$ cat src/sv/rpi_pkg.sv
// Package for the three-axis rate PI controller: shared types, widths, constants
// and the microprogram ROM that sequences the datapath.
// No dependencies.
`default_nettype none

package rpi_pkg;

  // Geometry
  localparam int AXES   = 3;
  localparam int AXIS_W = 2;
  localparam int PC_W   = 4;

  // Datapath widths
  localparam int ACC_W  = 80;   // accumulator, holds inner*dt exactly
  localparam int TMP_W  = 60;   // diff (Q.34) or inner (Q.34) operand store
  localparam int MA_W   = 33;   // multiplier operand A, signed
  localparam int MB_W   = 17;   // multiplier operand B, zero-extended gain or step time
  localparam int PROD_W = MA_W + MB_W;

  // Fixed-point constants in the accumulator domain
  localparam logic signed [ACC_W-1:0] SAT_POS    = ACC_W'(64'sd17179869184); // 1.0 in Q.34
  localparam logic signed [ACC_W-1:0] SAT_NEG    = -SAT_POS;
  localparam logic signed [ACC_W-1:0] AW_TOL     = ACC_W'(64'sd1717986);     // 1e-4 in Q.34
  localparam logic signed [ACC_W-1:0] RND8_HALF  = ACC_W'(64'sd128);
  localparam logic signed [ACC_W-1:0] RND24_HALF = ACC_W'(64'sd8388608);
  localparam logic signed [35:0]      CMD_HALF   = 36'sd524288;              // Q.34 -> Q1.14

  // Configuration register indexes
  typedef enum logic [2:0] {
    REG_ROLL_KP  = 3'd0,
    REG_ROLL_KI  = 3'd1,
    REG_PITCH_KP = 3'd2,
    REG_PITCH_KI = 3'd3,
    REG_YAW_KP   = 3'd4,
    REG_YAW_KI   = 3'd5,
    REG_WINDUP   = 3'd6,
    REG_BOUND    = 3'd7
  } reg_idx_t;

  // Multiplier operand A source
  typedef enum logic [2:0] {
    A_ERR   = 3'd0,
    A_INTEG = 3'd1,
    A_TLO25 = 3'd2,
    A_THI25 = 3'd3,
    A_TLO30 = 3'd4,
    A_THI30 = 3'd5
  } a_sel_t;

  // Multiplier operand B source
  typedef enum logic [1:0] {
    B_KP = 2'd0,
    B_KI = 2'd1,
    B_WG = 2'd2,
    B_DT = 2'd3
  } b_sel_t;

  // Accumulator / result operation
  typedef enum logic [2:0] {
    ACC_NOP   = 3'd0,
    ACC_LOAD  = 3'd1,
    ACC_ADD   = 3'd2,
    ACC_SAT   = 3'd3,
    ACC_RND8  = 3'd4,
    ACC_INNER = 3'd5,
    ACC_RND24 = 3'd6,
    ACC_CLAMP = 3'd7
  } acc_op_t;

  // Product alignment into the accumulator
  typedef enum logic [1:0] {
    SH_0  = 2'd0,
    SH_14 = 2'd1,
    SH_25 = 2'd2,
    SH_30 = 2'd3
  } sh_t;

  // Sequencing
  typedef enum logic [1:0] {
    SEQ_NEXT = 2'd0,
    SEQ_AXIS = 2'd1,
    SEQ_DONE = 2'd2
  } seq_t;

  typedef struct packed {
    logic            err_ld;
    logic            mul_en;
    a_sel_t          a_sel;
    b_sel_t          b_sel;
    acc_op_t         acc_op;
    sh_t             sh;
    seq_t            seq;
    logic [PC_W-1:0] target;
  } ucode_t;

  typedef struct packed {
    ucode_t            uw;
    logic [AXIS_W-1:0] axis;
    logic              start;
  } ctrl_t;

  typedef struct packed {
    logic [AXES-1:0][15:0] kp;
    logic [AXES-1:0][15:0] ki;
    logic [15:0]           wg;
    logic [30:0]           bound;
  } gains_t;

  typedef struct packed {
    logic [AXES-1:0][15:0] rate_ref;
    logic [AXES-1:0][15:0] rate_meas;
    logic [15:0]           dt;
  } sample_t;

  typedef struct packed {
    logic [AXES-1:0][15:0] cmd;
    logic [AXES-1:0][16:0] err;
    logic [AXES-1:0][31:0] integ;
    logic                  flag;
  } result_t;

  localparam ucode_t UW_NOP = '{
    err_ld: 1'b0, mul_en: 1'b0, a_sel: A_ERR, b_sel: B_KP,
    acc_op: ACC_NOP, sh: SH_0, seq: SEQ_NEXT, target: '0
  };

  localparam logic [PC_W-1:0] PC_AXIS_START = 4'd0;

  // Microprogram: steps 0..14 run one axis, step 15 hands the result over
  function automatic ucode_t ucode_rom(input logic [PC_W-1:0] pc);
    ucode_t w;
    w = UW_NOP;
    unique case (pc)
      4'd0:  w.err_ld = 1'b1;                                   // err = ref - meas
      4'd1:  begin w.mul_en = 1'b1; w.a_sel = A_ERR; w.b_sel = B_KP; end
      4'd2:  begin
        w.mul_en = 1'b1; w.a_sel = A_INTEG; w.b_sel = B_KI;
        w.acc_op = ACC_LOAD; w.sh = SH_14;                      // Kp*err << 14
      end
      4'd3:  begin w.acc_op = ACC_ADD; w.sh = SH_0; end         // + Ki*integ = unsat
      4'd4:  w.acc_op = ACC_SAT;                                // clamp, diff, cmd, flag
      4'd5:  begin w.mul_en = 1'b1; w.a_sel = A_TLO25; w.b_sel = B_WG; end
      4'd6:  begin
        w.mul_en = 1'b1; w.a_sel = A_THI25; w.b_sel = B_WG;
        w.acc_op = ACC_LOAD; w.sh = SH_0;
      end
      4'd7:  begin w.acc_op = ACC_ADD; w.sh = SH_25; end        // Kaw*diff
      4'd8:  w.acc_op = ACC_RND8;
      4'd9:  w.acc_op = ACC_INNER;                              // + err << 22
      4'd10: begin w.mul_en = 1'b1; w.a_sel = A_TLO30; w.b_sel = B_DT; end
      4'd11: begin
        w.mul_en = 1'b1; w.a_sel = A_THI30; w.b_sel = B_DT;
        w.acc_op = ACC_LOAD; w.sh = SH_0;
      end
      4'd12: begin w.acc_op = ACC_ADD; w.sh = SH_30; end        // inner*dt
      4'd13: w.acc_op = ACC_RND24;
      4'd14: begin
        w.acc_op = ACC_CLAMP; w.seq = SEQ_AXIS; w.target = PC_AXIS_START;
      end
      4'd15: w.seq = SEQ_DONE;
      default: w = UW_NOP;
    endcase
    return w;
  endfunction

endpackage

`default_nettype wire

$ cat src/sv/rpi_seq.sv
// Microcode sequencer: step counter, axis counter and control word fetch.
// Depends on rpi_pkg.
`default_nettype none

module rpi_seq (
  input  wire logic           clk,
  input  wire logic           rst,
  input  wire logic           start,
  input  wire logic           out_free,
  output rpi_pkg::ctrl_t      ctrl,
  output logic                idle,
  output logic                done
);

  typedef enum logic [1:0] {
    ST_IDLE = 2'b01,
    ST_RUN  = 2'b10
  } st_t;

  st_t                            state, state_next;
  logic [rpi_pkg::PC_W-1:0]       pc, pc_next;
  logic [rpi_pkg::AXIS_W-1:0]     axis, axis_next;
  rpi_pkg::ucode_t                word;
  logic                           run;

  // Control word fetch
  assign word = rpi_pkg::ucode_rom(pc);
  assign run  = (state == ST_RUN);
  assign idle = (state == ST_IDLE);
  assign done = run && (word.seq == rpi_pkg::SEQ_DONE) && out_free;

  assign ctrl.uw    = run ? word : rpi_pkg::UW_NOP;
  assign ctrl.axis  = axis;
  assign ctrl.start = start;

  // Next step
  always_comb begin
    state_next = state;
    pc_next    = pc;
    axis_next  = axis;
    unique case (state)
      ST_IDLE: begin
        if (start) begin
          state_next = ST_RUN;
          pc_next    = rpi_pkg::PC_AXIS_START;
          axis_next  = '0;
        end
      end
      ST_RUN: begin
        unique case (word.seq)
          rpi_pkg::SEQ_NEXT: pc_next = pc + 1'b1;
          rpi_pkg::SEQ_AXIS: begin
            if (axis == rpi_pkg::AXIS_W'(rpi_pkg::AXES - 1)) begin
              pc_next = pc + 1'b1;
            end else begin
              axis_next = axis + 1'b1;
              pc_next   = word.target;
            end
          end
          rpi_pkg::SEQ_DONE: begin
            if (out_free) state_next = ST_IDLE;
          end
          default: state_next = ST_IDLE;
        endcase
      end
      default: state_next = ST_IDLE;
    endcase
  end

  always_ff @(posedge clk) begin
    if (rst) begin
      state <= ST_IDLE;
      pc    <= '0;
      axis  <= '0;
    end else begin
      state <= state_next;
      pc    <= pc_next;
      axis  <= axis_next;
    end
  end

endmodule

`default_nettype wire

$ cat src/sv/rpi_dp.sv
// Datapath: shared 33x17 multiplier, 80-bit accumulator, operand store,
// integrator state and per-axis result registers. Driven by rpi_seq.
// Depends on rpi_pkg.
`default_nettype none

module rpi_dp (
  input  wire logic             clk,
  input  wire logic             rst,
  input  wire rpi_pkg::ctrl_t   ctrl,
  input  wire rpi_pkg::gains_t  gains,
  input  wire rpi_pkg::sample_t sample,
  output rpi_pkg::result_t      res
);

  localparam int ACC_W  = rpi_pkg::ACC_W;
  localparam int TMP_W  = rpi_pkg::TMP_W;
  localparam int MA_W   = rpi_pkg::MA_W;
  localparam int MB_W   = rpi_pkg::MB_W;
  localparam int PROD_W = rpi_pkg::PROD_W;
  localparam int AXES   = rpi_pkg::AXES;

  rpi_pkg::ucode_t uw;
  assign uw = ctrl.uw;

  // Stored values
  logic signed [ACC_W-1:0]  acc;
  logic signed [TMP_W-1:0]  tmp;
  logic signed [PROD_W-1:0] prod;
  logic signed [16:0]       err_r;
  logic signed [31:0]       integ  [AXES];
  logic signed [15:0]       cmd_q  [AXES];
  logic signed [16:0]       err_q  [AXES];
  logic                     flag;

  // Per-axis selection
  logic [15:0]        kp_s, ki_s;
  logic signed [15:0] ref_s, meas_s;
  logic signed [31:0] integ_s;

  always_comb begin
    unique case (ctrl.axis)
      2'd0: begin
        kp_s = gains.kp[0]; ki_s = gains.ki[0];
        ref_s = sample.rate_ref[0]; meas_s = sample.rate_meas[0]; integ_s = integ[0];
      end
      2'd1: begin
        kp_s = gains.kp[1]; ki_s = gains.ki[1];
        ref_s = sample.rate_ref[1]; meas_s = sample.rate_meas[1]; integ_s = integ[1];
      end
      default: begin
        kp_s = gains.kp[2]; ki_s = gains.ki[2];
        ref_s = sample.rate_ref[2]; meas_s = sample.rate_meas[2]; integ_s = integ[2];
      end
    endcase
  end

  logic signed [16:0] err_calc;
  assign err_calc = ref_s - meas_s;

  // Multiplier operands: wide values go through in signed-high / unsigned-low halves
  logic signed [MA_W-1:0]   a_op;
  logic signed [MB_W-1:0]   b_op;
  logic signed [PROD_W-1:0] mul_out;

  always_comb begin
    unique case (uw.a_sel)
      rpi_pkg::A_ERR:   a_op = {{(MA_W-17){err_r[16]}}, err_r};
      rpi_pkg::A_INTEG: a_op = {integ_s[31], integ_s};
      rpi_pkg::A_TLO25: a_op = {{(MA_W-25){1'b0}}, tmp[24:0]};
      rpi_pkg::A_THI25: a_op = {{(MA_W-25){tmp[49]}}, tmp[49:25]};
      rpi_pkg::A_TLO30: a_op = {{(MA_W-30){1'b0}}, tmp[29:0]};
      rpi_pkg::A_THI30: a_op = {{(MA_W-30){tmp[59]}}, tmp[59:30]};
      default:          a_op = '0;
    endcase
    unique case (uw.b_sel)
      rpi_pkg::B_KP: b_op = {1'b0, kp_s};
      rpi_pkg::B_KI: b_op = {1'b0, ki_s};
      rpi_pkg::B_WG: b_op = {1'b0, gains.wg};
      rpi_pkg::B_DT: b_op = {1'b0, sample.dt};
      default:       b_op = '0;
    endcase
  end

  assign mul_out = a_op * b_op;

  // Product alignment
  logic signed [ACC_W-1:0] prod_x, prod_sh;
  assign prod_x = {{(ACC_W-PROD_W){prod[PROD_W-1]}}, prod};

  always_comb begin
    unique case (uw.sh)
      rpi_pkg::SH_0:  prod_sh = prod_x;
      rpi_pkg::SH_14: prod_sh = prod_x <<< 14;
      rpi_pkg::SH_25: prod_sh = prod_x <<< 25;
      rpi_pkg::SH_30: prod_sh = prod_x <<< 30;
      default:        prod_sh = prod_x;
    endcase
  end

  // Saturation to +-1.0, difference, command rounding and windup test
  logic signed [ACC_W-1:0] sat, diff;
  logic signed [35:0]      cmd_sum;
  logic signed [15:0]      cmd_calc;
  logic                    clip_hit;

  always_comb begin
    if (acc > rpi_pkg::SAT_POS) begin
      sat = rpi_pkg::SAT_POS;
    end else if (acc < rpi_pkg::SAT_NEG) begin
      sat = rpi_pkg::SAT_NEG;
    end else begin
      sat = acc;
    end
  end

  assign diff     = sat - acc;
  assign cmd_sum  = sat[35:0] + rpi_pkg::CMD_HALF;
  assign cmd_calc = cmd_sum[35:20];
  assign clip_hit = (diff > rpi_pkg::AW_TOL) || (diff < -rpi_pkg::AW_TOL);

  // Rounding shifts, half toward plus infinity
  logic signed [ACC_W-1:0] rnd8, rnd24, rnd8_sum, rnd24_sum;
  assign rnd8_sum  = acc + rpi_pkg::RND8_HALF;
  assign rnd24_sum = acc + rpi_pkg::RND24_HALF;
  assign rnd8      = rnd8_sum >>> 8;
  assign rnd24     = rnd24_sum >>> 24;

  // inner = Kaw*diff + err << 22
  logic signed [ACC_W-1:0] err_x, inner_sum;
  assign err_x     = {{(ACC_W-17){err_r[16]}}, err_r};
  assign inner_sum = acc + (err_x <<< 22);

  // Integrator update and symmetric clamp
  logic signed [ACC_W-1:0] int_sum, bound_p, bound_n, int_clamp;
  assign int_sum = acc + {{(ACC_W-32){integ_s[31]}}, integ_s};
  assign bound_p = {{(ACC_W-31){1'b0}}, gains.bound};
  assign bound_n = -bound_p;

  always_comb begin
    if (int_sum > bound_p) begin
      int_clamp = bound_p;
    end else if (int_sum < bound_n) begin
      int_clamp = bound_n;
    end else begin
      int_clamp = int_sum;
    end
  end

  // Working registers
  always_ff @(posedge clk) begin
    if (uw.mul_en) prod <= mul_out;
    if (uw.err_ld) begin
      err_r            <= err_calc;
      err_q[ctrl.axis] <= err_calc;
    end
    unique case (uw.acc_op)
      rpi_pkg::ACC_NOP:   ;
      rpi_pkg::ACC_LOAD:  acc <= prod_sh;
      rpi_pkg::ACC_ADD:   acc <= acc + prod_sh;
      rpi_pkg::ACC_SAT: begin
        tmp              <= diff[TMP_W-1:0];
        cmd_q[ctrl.axis] <= cmd_calc;
      end
      rpi_pkg::ACC_RND8:  acc <= rnd8;
      rpi_pkg::ACC_INNER: tmp <= inner_sum[TMP_W-1:0];
      rpi_pkg::ACC_RND24: acc <= rnd24;
      rpi_pkg::ACC_CLAMP: ;
      default: ;
    endcase
  end

  // Integrator state and windup flag
  always_ff @(posedge clk) begin
    if (rst) begin
      for (int i = 0; i < AXES; i++) integ[i] <= '0;
      flag <= 1'b0;
    end else begin
      if (ctrl.start) begin
        flag <= 1'b0;
      end else if (uw.acc_op == rpi_pkg::ACC_SAT) begin
        flag <= flag | clip_hit;
      end
      if (uw.acc_op == rpi_pkg::ACC_CLAMP) begin
        integ[ctrl.axis] <= int_clamp[31:0];
      end
    end
  end

  // Result view
  always_comb begin
    for (int i = 0; i < AXES; i++) begin
      res.cmd[i]   = cmd_q[i];
      res.err[i]   = err_q[i];
      res.integ[i] = integ[i];
    end
    res.flag = flag;
  end

endmodule

`default_nettype wire

$ cat src/sv/three_axis_rate_pi_controller_unit.sv
// Top level of the three-axis rate PI controller with back-calculation anti-windup.
// Holds the configuration registers, the input sample and the output register.
// Depends on rpi_pkg, rpi_seq and rpi_dp.
//
//   Channel   Direction  Handshake              Payload
//   cfg       in         cfg_we                 cfg_addr (register index), cfg_wdata
//   s_axis    in         s_tvalid / s_tready    s_tdata: refs, measurements, step time
//   m_axis    out        m_tvalid / m_tready    m_tdata: commands, errors, integrators;
//                                               m_tuser: windup flag
//
// A request is taken while the sequencer is idle; the 16-word microprogram then runs
// 15 steps per axis over one shared 33x17 multiplier and accumulator, plus one
// hand-over step that loads the result into the output register; the next request
// is taken only once the sequencer is idle again after the hand-over.
// The hand-over step waits while the output register still holds an untaken result.
// Synchronous reset clears the integrators, gains, bound and all handshake state.
`default_nettype none

module three_axis_rate_pi_controller_unit (
  input  wire logic         clk,
  input  wire logic         rst,
  // configuration writes
  input  wire logic         cfg_we,
  input  wire logic [2:0]   cfg_addr,
  input  wire logic [30:0]  cfg_wdata,
  // request side
  input  wire logic         s_tvalid,
  output logic              s_tready,
  // [15:0] ref_roll, [31:16] ref_pitch, [47:32] ref_yaw, [63:48] meas_roll,
  // [79:64] meas_pitch, [95:80] meas_yaw, [111:96] step_time
  input  wire logic [111:0] s_tdata,
  // result side
  output logic              m_tvalid,
  input  wire logic         m_tready,
  // [15:0] aileron_cmd, [31:16] elevator_cmd, [47:32] rudder_cmd,
  // [64:48] err_roll, [81:65] err_pitch, [98:82] err_yaw,
  // [130:99] next_int_roll, [162:131] next_int_pitch, [194:163] next_int_yaw,
  // [199:195] zero
  output logic [199:0]      m_tdata,
  // [0] windup_flag
  output logic              m_tuser
);

  localparam int AXES = rpi_pkg::AXES;

  // Configuration registers
  rpi_pkg::gains_t gains;

  always_ff @(posedge clk) begin
    if (rst) begin
      gains <= '0;
    end else if (cfg_we) begin
      unique case (rpi_pkg::reg_idx_t'(cfg_addr))
        rpi_pkg::REG_ROLL_KP:  gains.kp[0] <= cfg_wdata[15:0];
        rpi_pkg::REG_ROLL_KI:  gains.ki[0] <= cfg_wdata[15:0];
        rpi_pkg::REG_PITCH_KP: gains.kp[1] <= cfg_wdata[15:0];
        rpi_pkg::REG_PITCH_KI: gains.ki[1] <= cfg_wdata[15:0];
        rpi_pkg::REG_YAW_KP:   gains.kp[2] <= cfg_wdata[15:0];
        rpi_pkg::REG_YAW_KI:   gains.ki[2] <= cfg_wdata[15:0];
        rpi_pkg::REG_WINDUP:   gains.wg    <= cfg_wdata[15:0];
        rpi_pkg::REG_BOUND:    gains.bound <= cfg_wdata;
        default: ;
      endcase
    end
  end

  // Request capture
  logic              idle, done, accept, out_free;
  rpi_pkg::sample_t  sample;

  assign s_tready = idle;
  assign accept   = s_tvalid && s_tready;
  assign out_free = !m_tvalid || m_tready;

  always_ff @(posedge clk) begin
    if (accept) begin
      for (int i = 0; i < AXES; i++) begin
        sample.rate_ref[i]  <= s_tdata[16*i +: 16];
        sample.rate_meas[i] <= s_tdata[16*(i+AXES) +: 16];
      end
      sample.dt <= s_tdata[111:96];
    end
  end

  // Sequencer and datapath
  rpi_pkg::ctrl_t   ctrl;
  rpi_pkg::result_t res;

  rpi_seq u_seq (
    .clk      (clk),
    .rst      (rst),
    .start    (accept),
    .out_free (out_free),
    .ctrl     (ctrl),
    .idle     (idle),
    .done     (done)
  );

  rpi_dp u_dp (
    .clk    (clk),
    .rst    (rst),
    .ctrl   (ctrl),
    .gains  (gains),
    .sample (sample),
    .res    (res)
  );

  // Output register
  always_ff @(posedge clk) begin
    if (rst) begin
      m_tvalid <= 1'b0;
    end else if (done) begin
      m_tvalid <= 1'b1;
    end else if (m_tready) begin
      m_tvalid <= 1'b0;
    end
  end

  always_ff @(posedge clk) begin
    if (done) begin
      m_tdata <= {5'b0,
                  res.integ[2], res.integ[1], res.integ[0],
                  res.err[2], res.err[1], res.err[0],
                  res.cmd[2], res.cmd[1], res.cmd[0]};
      m_tuser <= res.flag;
    end
  end

endmodule

`default_nettype wire

$ cat config.mk
export PLATFORM = sky130hd
export DESIGN_NAME = three_axis_rate_pi_controller_unit
export DESIGN_NICKNAME = d
export VERILOG_FILES = /design/src/sv/rpi_pkg.sv /design/src/sv/rpi_seq.sv /design/src/sv/rpi_dp.sv /design/src/sv/three_axis_rate_pi_controller_unit.sv
export SDC_FILE = /design/constraint.sdc
export NUM_CORES = 2
export LEC_CHECK = 0
export BUFFER_PORTS_ARGS = -buffer_cell sky130_fd_sc_hd__buf_2
export CORE_MARGIN = 2
export CORE_UTILIZATION = 39
export CTS_BUF_LIST = sky130_fd_sc_hd__clkbuf_4
export CTS_CLUSTER_DIAMETER = 150
export CTS_CLUSTER_SIZE = 12
export DETAILED_ROUTE_END_ITERATION = 10
export GPL_TIMING_DRIVEN = 0
export PLACE_DENSITY_LB_ADDON = 0.3
export SYNTH_ARGS = -nofsm -noshare
export SYNTH_HDL_FRONTEND = slang
export SYNTH_SLANG_ARGS = --single-unit
$ cat constraint.sdc
create_clock -name clk -period 28.1 [get_ports clk]
set_clock_uncertainty 0.1 [all_clocks]
set_input_delay 2.81 -clock clk [delete_from_list [all_inputs] [get_ports clk]]
set_output_delay 2.81 -clock clk [all_outputs]
set_load 0.02 [all_outputs]
; Word level (Yosys, flattened, before mapping)
; Memories as Yosys holds them, arrays and structs flattened. A register that Yosys moved wholly into a read port is not among the register bits.
; Cells that the tools add are included.
[word_totals]
inputBits = 151
n_memories = 3
register_bits = 668
output_inout_bits = 203
romBits = 0
mem_bits_rw = 195
latchBits = 0
wordCells = 179
[memory_table]
columns = memory, words, width, rd, rd_ports_with_merged_regs, wr, line_no
row1 = u_dp.integ, 3, 32, 3, 0, 3, rpi_dp.sv:30  ; logic signed [31:0] integ [AXES];
row2 = u_dp.err_q, 3, 17, 3, 3, 1, rpi_dp.sv:32  ; logic signed [16:0] err_q [AXES];
row3 = u_dp.cmd_q, 3, 16, 3, 3, 1, rpi_dp.sv:31  ; logic signed [15:0] cmd_q [AXES];
[op_classes]
mux = 46
reduce_logical = 33
eq_ne = 52
bitwise = 1
n_div = 0
shifts = 0
magnitude_cmp = 6
multipliers = 1
n_addsub = 11
[ops]
columns = op, count
row1 = 80-bit one-hot mux with 4 select lines, 2
row2 = 33-bit one-hot mux with 6 select lines, 1
row3 = 80-bit adder, 2
row4 = 80-bit two-way mux, 2
row5 = 16-bit one-hot mux with 2 select lines, 4
row6 = 60-bit one-hot mux with 2 select lines, 1
row7 = 32-bit two-way mux, 3
row8 = "80-bit by 25-bit adder with 80-bit output, second input constant", 1
row9 = "80-bit by 9-bit adder with 80-bit output, second input constant", 1
row10 = "80-bit by 22-bit > comparator with 1-bit output, second input constant", 1
row11 = 80-bit by 32-bit > comparator with 1-bit output, 1
row12 = "80-bit by 36-bit > comparator with 1-bit output, second input constant", 1
row13 = "80-bit by 22-bit less-than comparator with 1-bit output, second input constant", 1
row14 = "80-bit by 35-bit less-than comparator with 1-bit output, second input constant", 1
row15 = 80-bit less-than comparator, 1
row16 = 31-bit negation with 80-bit output, 1
row17 = 80-bit subtractor, 1
row18 = 17-bit one-hot mux with 4 select lines, 1
row19 = 32-bit one-hot mux with 2 select lines, 1
row20 = 60-bit by 39-bit adder with 60-bit output, 1
row21 = 33-bit by 17-bit multiplier with 50-bit output, 1
row22 = "36-bit by 20-bit adder with 36-bit output, second input constant", 1
row23 = 6-bit one-hot mux with 6 select lines, 1
row24 = "4-bit == test, second input constant", 8
row25 = 38 further kinds, 111

; Depth between registers and ports, before layout
[depth]
word_depth = 10
mapped_depth = 39
mapped_depth_nobuf = 35

; Modules after synthesis
; A second synthesis with hierarchy kept.
[hier_totals]
hier_cells = 8711
hier_area_um2 = 79921.7
[by_module_without_submodules]
columns = module, n_inst, cells_each, area_per_inst_um2, seq_area_each_um2
row1 = rpi_dp, 1, 7760, 64047.7, 12091.6
row2 = three_axis_rate_pi_controller_unit, 1, 846, 15077.0, 12131.6
row3 = rpi_seq, 1, 105, 797.0, 160.2

; Worst setup path after synthesis
; OpenSTA, ideal clock, no wires.
[synth_path]
path_kind = input -> register
from = input port m_tready
to = register m_tdata[0], read port of u_dp.cmd_q, enable pin
required_time_ns = 26.967
setup_slack_ns = 9.968
path_buffers = 0
setup_ns = 1.033
cell_stages = 2
arrival_time_ns = 16.999
cell_sequence = nand2b_1 nor3b_1
[synth_between]
elab_chain_len = 2
[synth_rtl]
columns = item, line_no
row1 = "start, declared", three_axis_rate_pi_controller_unit.sv:34  ; input wire logic m_tready,
row2 = 1-bit logical OR, three_axis_rate_pi_controller_unit.sv:73  ; assign out_free = !m_tvalid || m_tready;
row3 = 1-bit logical AND, rpi_seq.sv:30  ; assign done = run && (word.seq == rpi_pkg::SEQ_DONE) && out_free;
row4 = net done, three_axis_rate_pi_controller_unit.sv:68  ; logic idle, done, accept, out_free;
row5 = "end, declared", three_axis_rate_pi_controller_unit.sv:39  ; output logic [199:0] m_tdata,
; The timed path passes the listed nets, and every way through them passes these cells.
; A chain may end at the register's enable or synchronous reset.

==> reports/qor.yml <==
route:
  wl_per_cell_um: 27.2
  first_pass_iters: 9
  met3_length_um: 30700
  routed_wl_um: 329000
  viasPerCell: 5.93
  m1WireLength_um: 134000
  num_vias: 71776
  ant_nets: 0
  dr_wl_met2_um: 147000
  drc: 0
  drtIter0Drc: 8423
  top_layer_used: "met5"
yosys:
  syn-cell-area_um2: 78400
  synth_area_leaders: "edfxtp_1 27%, fa_1 13%, ha_1 8.5%"
  synth_area_leader_cell: "edfxtp_1"
  synth_top_flop_cell: "edfxtp_1"
  yosysTopAreaCellShare_pct: 27.2
  yosys_warnings: 0
  synth_seq_cells: 863
  synth_cell_type_count: 93
  postSynthAreaPerCell_um2: 8.76
  async_flop_share_pct: 0
  synthCells: 8945
  synth_edf_count: 710
  synth.yosys.seq_area_share_pct: 31.1
die:
  fp.coreArea_um2: 200000
  dieArea_um2: 205000
  initial_utilization_pct: 39.3
  die_w_um: 452
  fp-row-count: 164
  fp.dieH_um: 452
  ios: 354
layout:
  layout_common_cells: "1,286 x nand2_1, 828 x inv_1, 770 x nor2_1, 713 x a21oi_1, 710 x edfxtp_1"
  layout-drive-gt1-share_pct: 6.54
  fin_area_um2: 84900
  fin_nets: 10578
  syn_to_final_growth_pct: 8.31
  nFillCells: 19995
  final_common_cell: "nand2_1"
timing:
  rsz0062_at_grt: "false"
  max_slew_margin_pct: -0.0444
  fin_setup_tns_ps: 0
  fin_crit_sh_pct: 49.6
  drv_slew: 5
  worst_pin_slew_ps: 1500
  fmax_mhz: 71.7
  hold_viol: 0
  setup_viol: 0
  period_needed_ps: 13950
cts:
  cts.path.max_buffers: 3
  clock-root-buffer: "clkbuf_4"
  path_clk_slew_ps: 160
  h-tree-depth: 3
  tritoncts.num_buffers: 83
  postCtsResizedCells: 0
  postCtsHoldBufs: 0
  clock_latency_ps: 1280
  cts_tree: "yes"
  postCtsSetupRepairBufs: 0
  cts.sinks: 863
run_status:
  violations: "slew limit"
  status: "complete, but fails checks"
worst_setup_path:
  crit_top_cell: "clkbuf_1"
  slowest_delay_ps: 1060
  crit_path_end_kind: "flip-flop"
  cp-start-kind: "flip-flop"
  arrival_ps: 14670
  worstPathRequired_ps: 28830
  crit_fanout: 10
  cp_slowest_cell: "xor2_1"
  critical_path_class: "reg -> reg"
power:
  power_density_nw_per_um2: 33.3
  p_leak_uw: 0.0346
  vdd_drop_max_mv: 0.0312
placed_design:
  dpl.hpwl_um: 275000
  place_congestion: 1.02
  dpl-instance-area_um2: 83900
  port_buffers: 330
global_route:
  grt_pass1_wl_um: 471000
  grt_util_all_layers_pct: 31.3
  grt_antenna_before_repair: 23
  grt_pass1_vias: 68484
  grt_max_degree: 65
  overflow: 0
run:
  drv_cap: 0
worst_hold_path:
  min-delay-path-class: "reg -> reg"
[worst paths after layout]
check,start,to,slack [ps],depth (start not counted)
min reg2reg,u_dp.cmd_q[2][8]$_DFFE_PP_,m_tdata[40]$_DFFE_PP_,240,0
min,u_dp.cmd_q[2][8]$_DFFE_PP_,m_tdata[40]$_DFFE_PP_,240,0
max,u_seq.axis[0]$_SDFFE_PP0P_,u_dp.integ[0][26]$_SDFFCE_PN0P_,14150,31
max reg2reg,u_seq.axis[0]$_SDFFE_PP0P_,u_dp.integ[0][26]$_SDFFCE_PN0P_,14150,31
[layer usage]
layer / vias to the layer above / track usage, %
met1: 35265 / 41.5
li1: 32205 / -
met4: 20 / 14.2
met5: - / 0
met3: 673 / 6.22
met2: 3613 / 49.3
[cell families after synthesis]
group                    after synthesis  synth area share (%)
AND/OR/NAND/NOR                     3056                  17.6
AO/OA/AOI/OAI                       2159                  17.8
buffers and inverters               1323                  6.42
adder cells (fa/ha/maj)             1031                  21.2
flip-flops                           863                  31.1
XOR/XNOR                             426                  4.76
multiplexers                          86                  1.10
other                                  1               0.00478
[layout make-up]
| class | instances | area [um2] | area share [%] |
|---|---|---|---|
| multi-input cells | 6763 | 49100 | 57.8 |
| flip-flops and latches | 863 | 24400 | 28.7 |
| well taps | 2656 | 3320 | 3.91 |
| inverters | 832 | 3120 | 3.68 |
| repair buffers | 362 | 2080 | 2.45 |
| plain buffers | 491 | 1910 | 2.24 |
| clock buffers | 119 | 893 | 1.05 |
| clock inverters | 10 | 76.3 | 0.0899 |
| diodes | 13 | 32.5 | 0.0383 |
[through the flow]
stage / hold WS (ps) / cells / setup WS [ps] / total power (uW) / utilization (%)
3_3_place_gp: 301 / 11935 / 2590 / 2180 / 41.8
4_1_cts: 276 / 12095 / 14310 / 2820 / 42.5
6_report: 238 / 12109 / 14150 / 2830 / 42.5
2_1_floorplan: 300 / 8949 / 9970 / 1930 / -
3_5_place_dp: 305 / 11966 / 14290 / 2190 / 42.0
5_1_grt: 332 / 12103 / 13660 / 2950 / 42.5
[registers in the layout, summed over array words and instances, names as in the netlist]
register / flops
sample: 112
m_tvalid: 1
u_seq.pc: 4
u_dp.err_q: 51
u_seq.state: 2
u_dp.flag: 1
u_dp.cmd_q: 48
u_dp.tmp: 60
m_tuser: 1
u_dp.integ: 96
u_seq.axis: 2
gains: 143
u_dp.prod: 50
u_dp.err_r: 17
u_dp.acc: 80
m_tdata: 195
[power by group]
part	internal [uW]	switching, uW
logic	238	500
registers	1420	20.6
clock network	195	453
total	1850	974
[worst max-delay path, delay by kind of cell (launching register included)]
kind	cells	cell delay, ps
AND/OR/NAND/NOR	12	3980
AO/OA/AOI/OAI	8	3470
adder cells (fa/ha/maj)	3	970
flip-flops	1	370
buffers and inverters	7	3600
XOR/XNOR	1	1060
[cells in the mapped netlist, types with 91 or more instances]
cell type  number
nand2_1      1287
inv_1         829
nor2_1        770
a21oi_1       717
edfxtp_1      710
ha_1          533
fa_1          498
clkbuf_1      430
o21ai_0       389
xnor2_1       326
a21o_1        201
nand3_1       167
dfxtp_1       153
nor3_1        149
nand4_1       142
a211oi_1      110
xor2_1        100
and2_1         91
(Power assumes the default switching activity.)
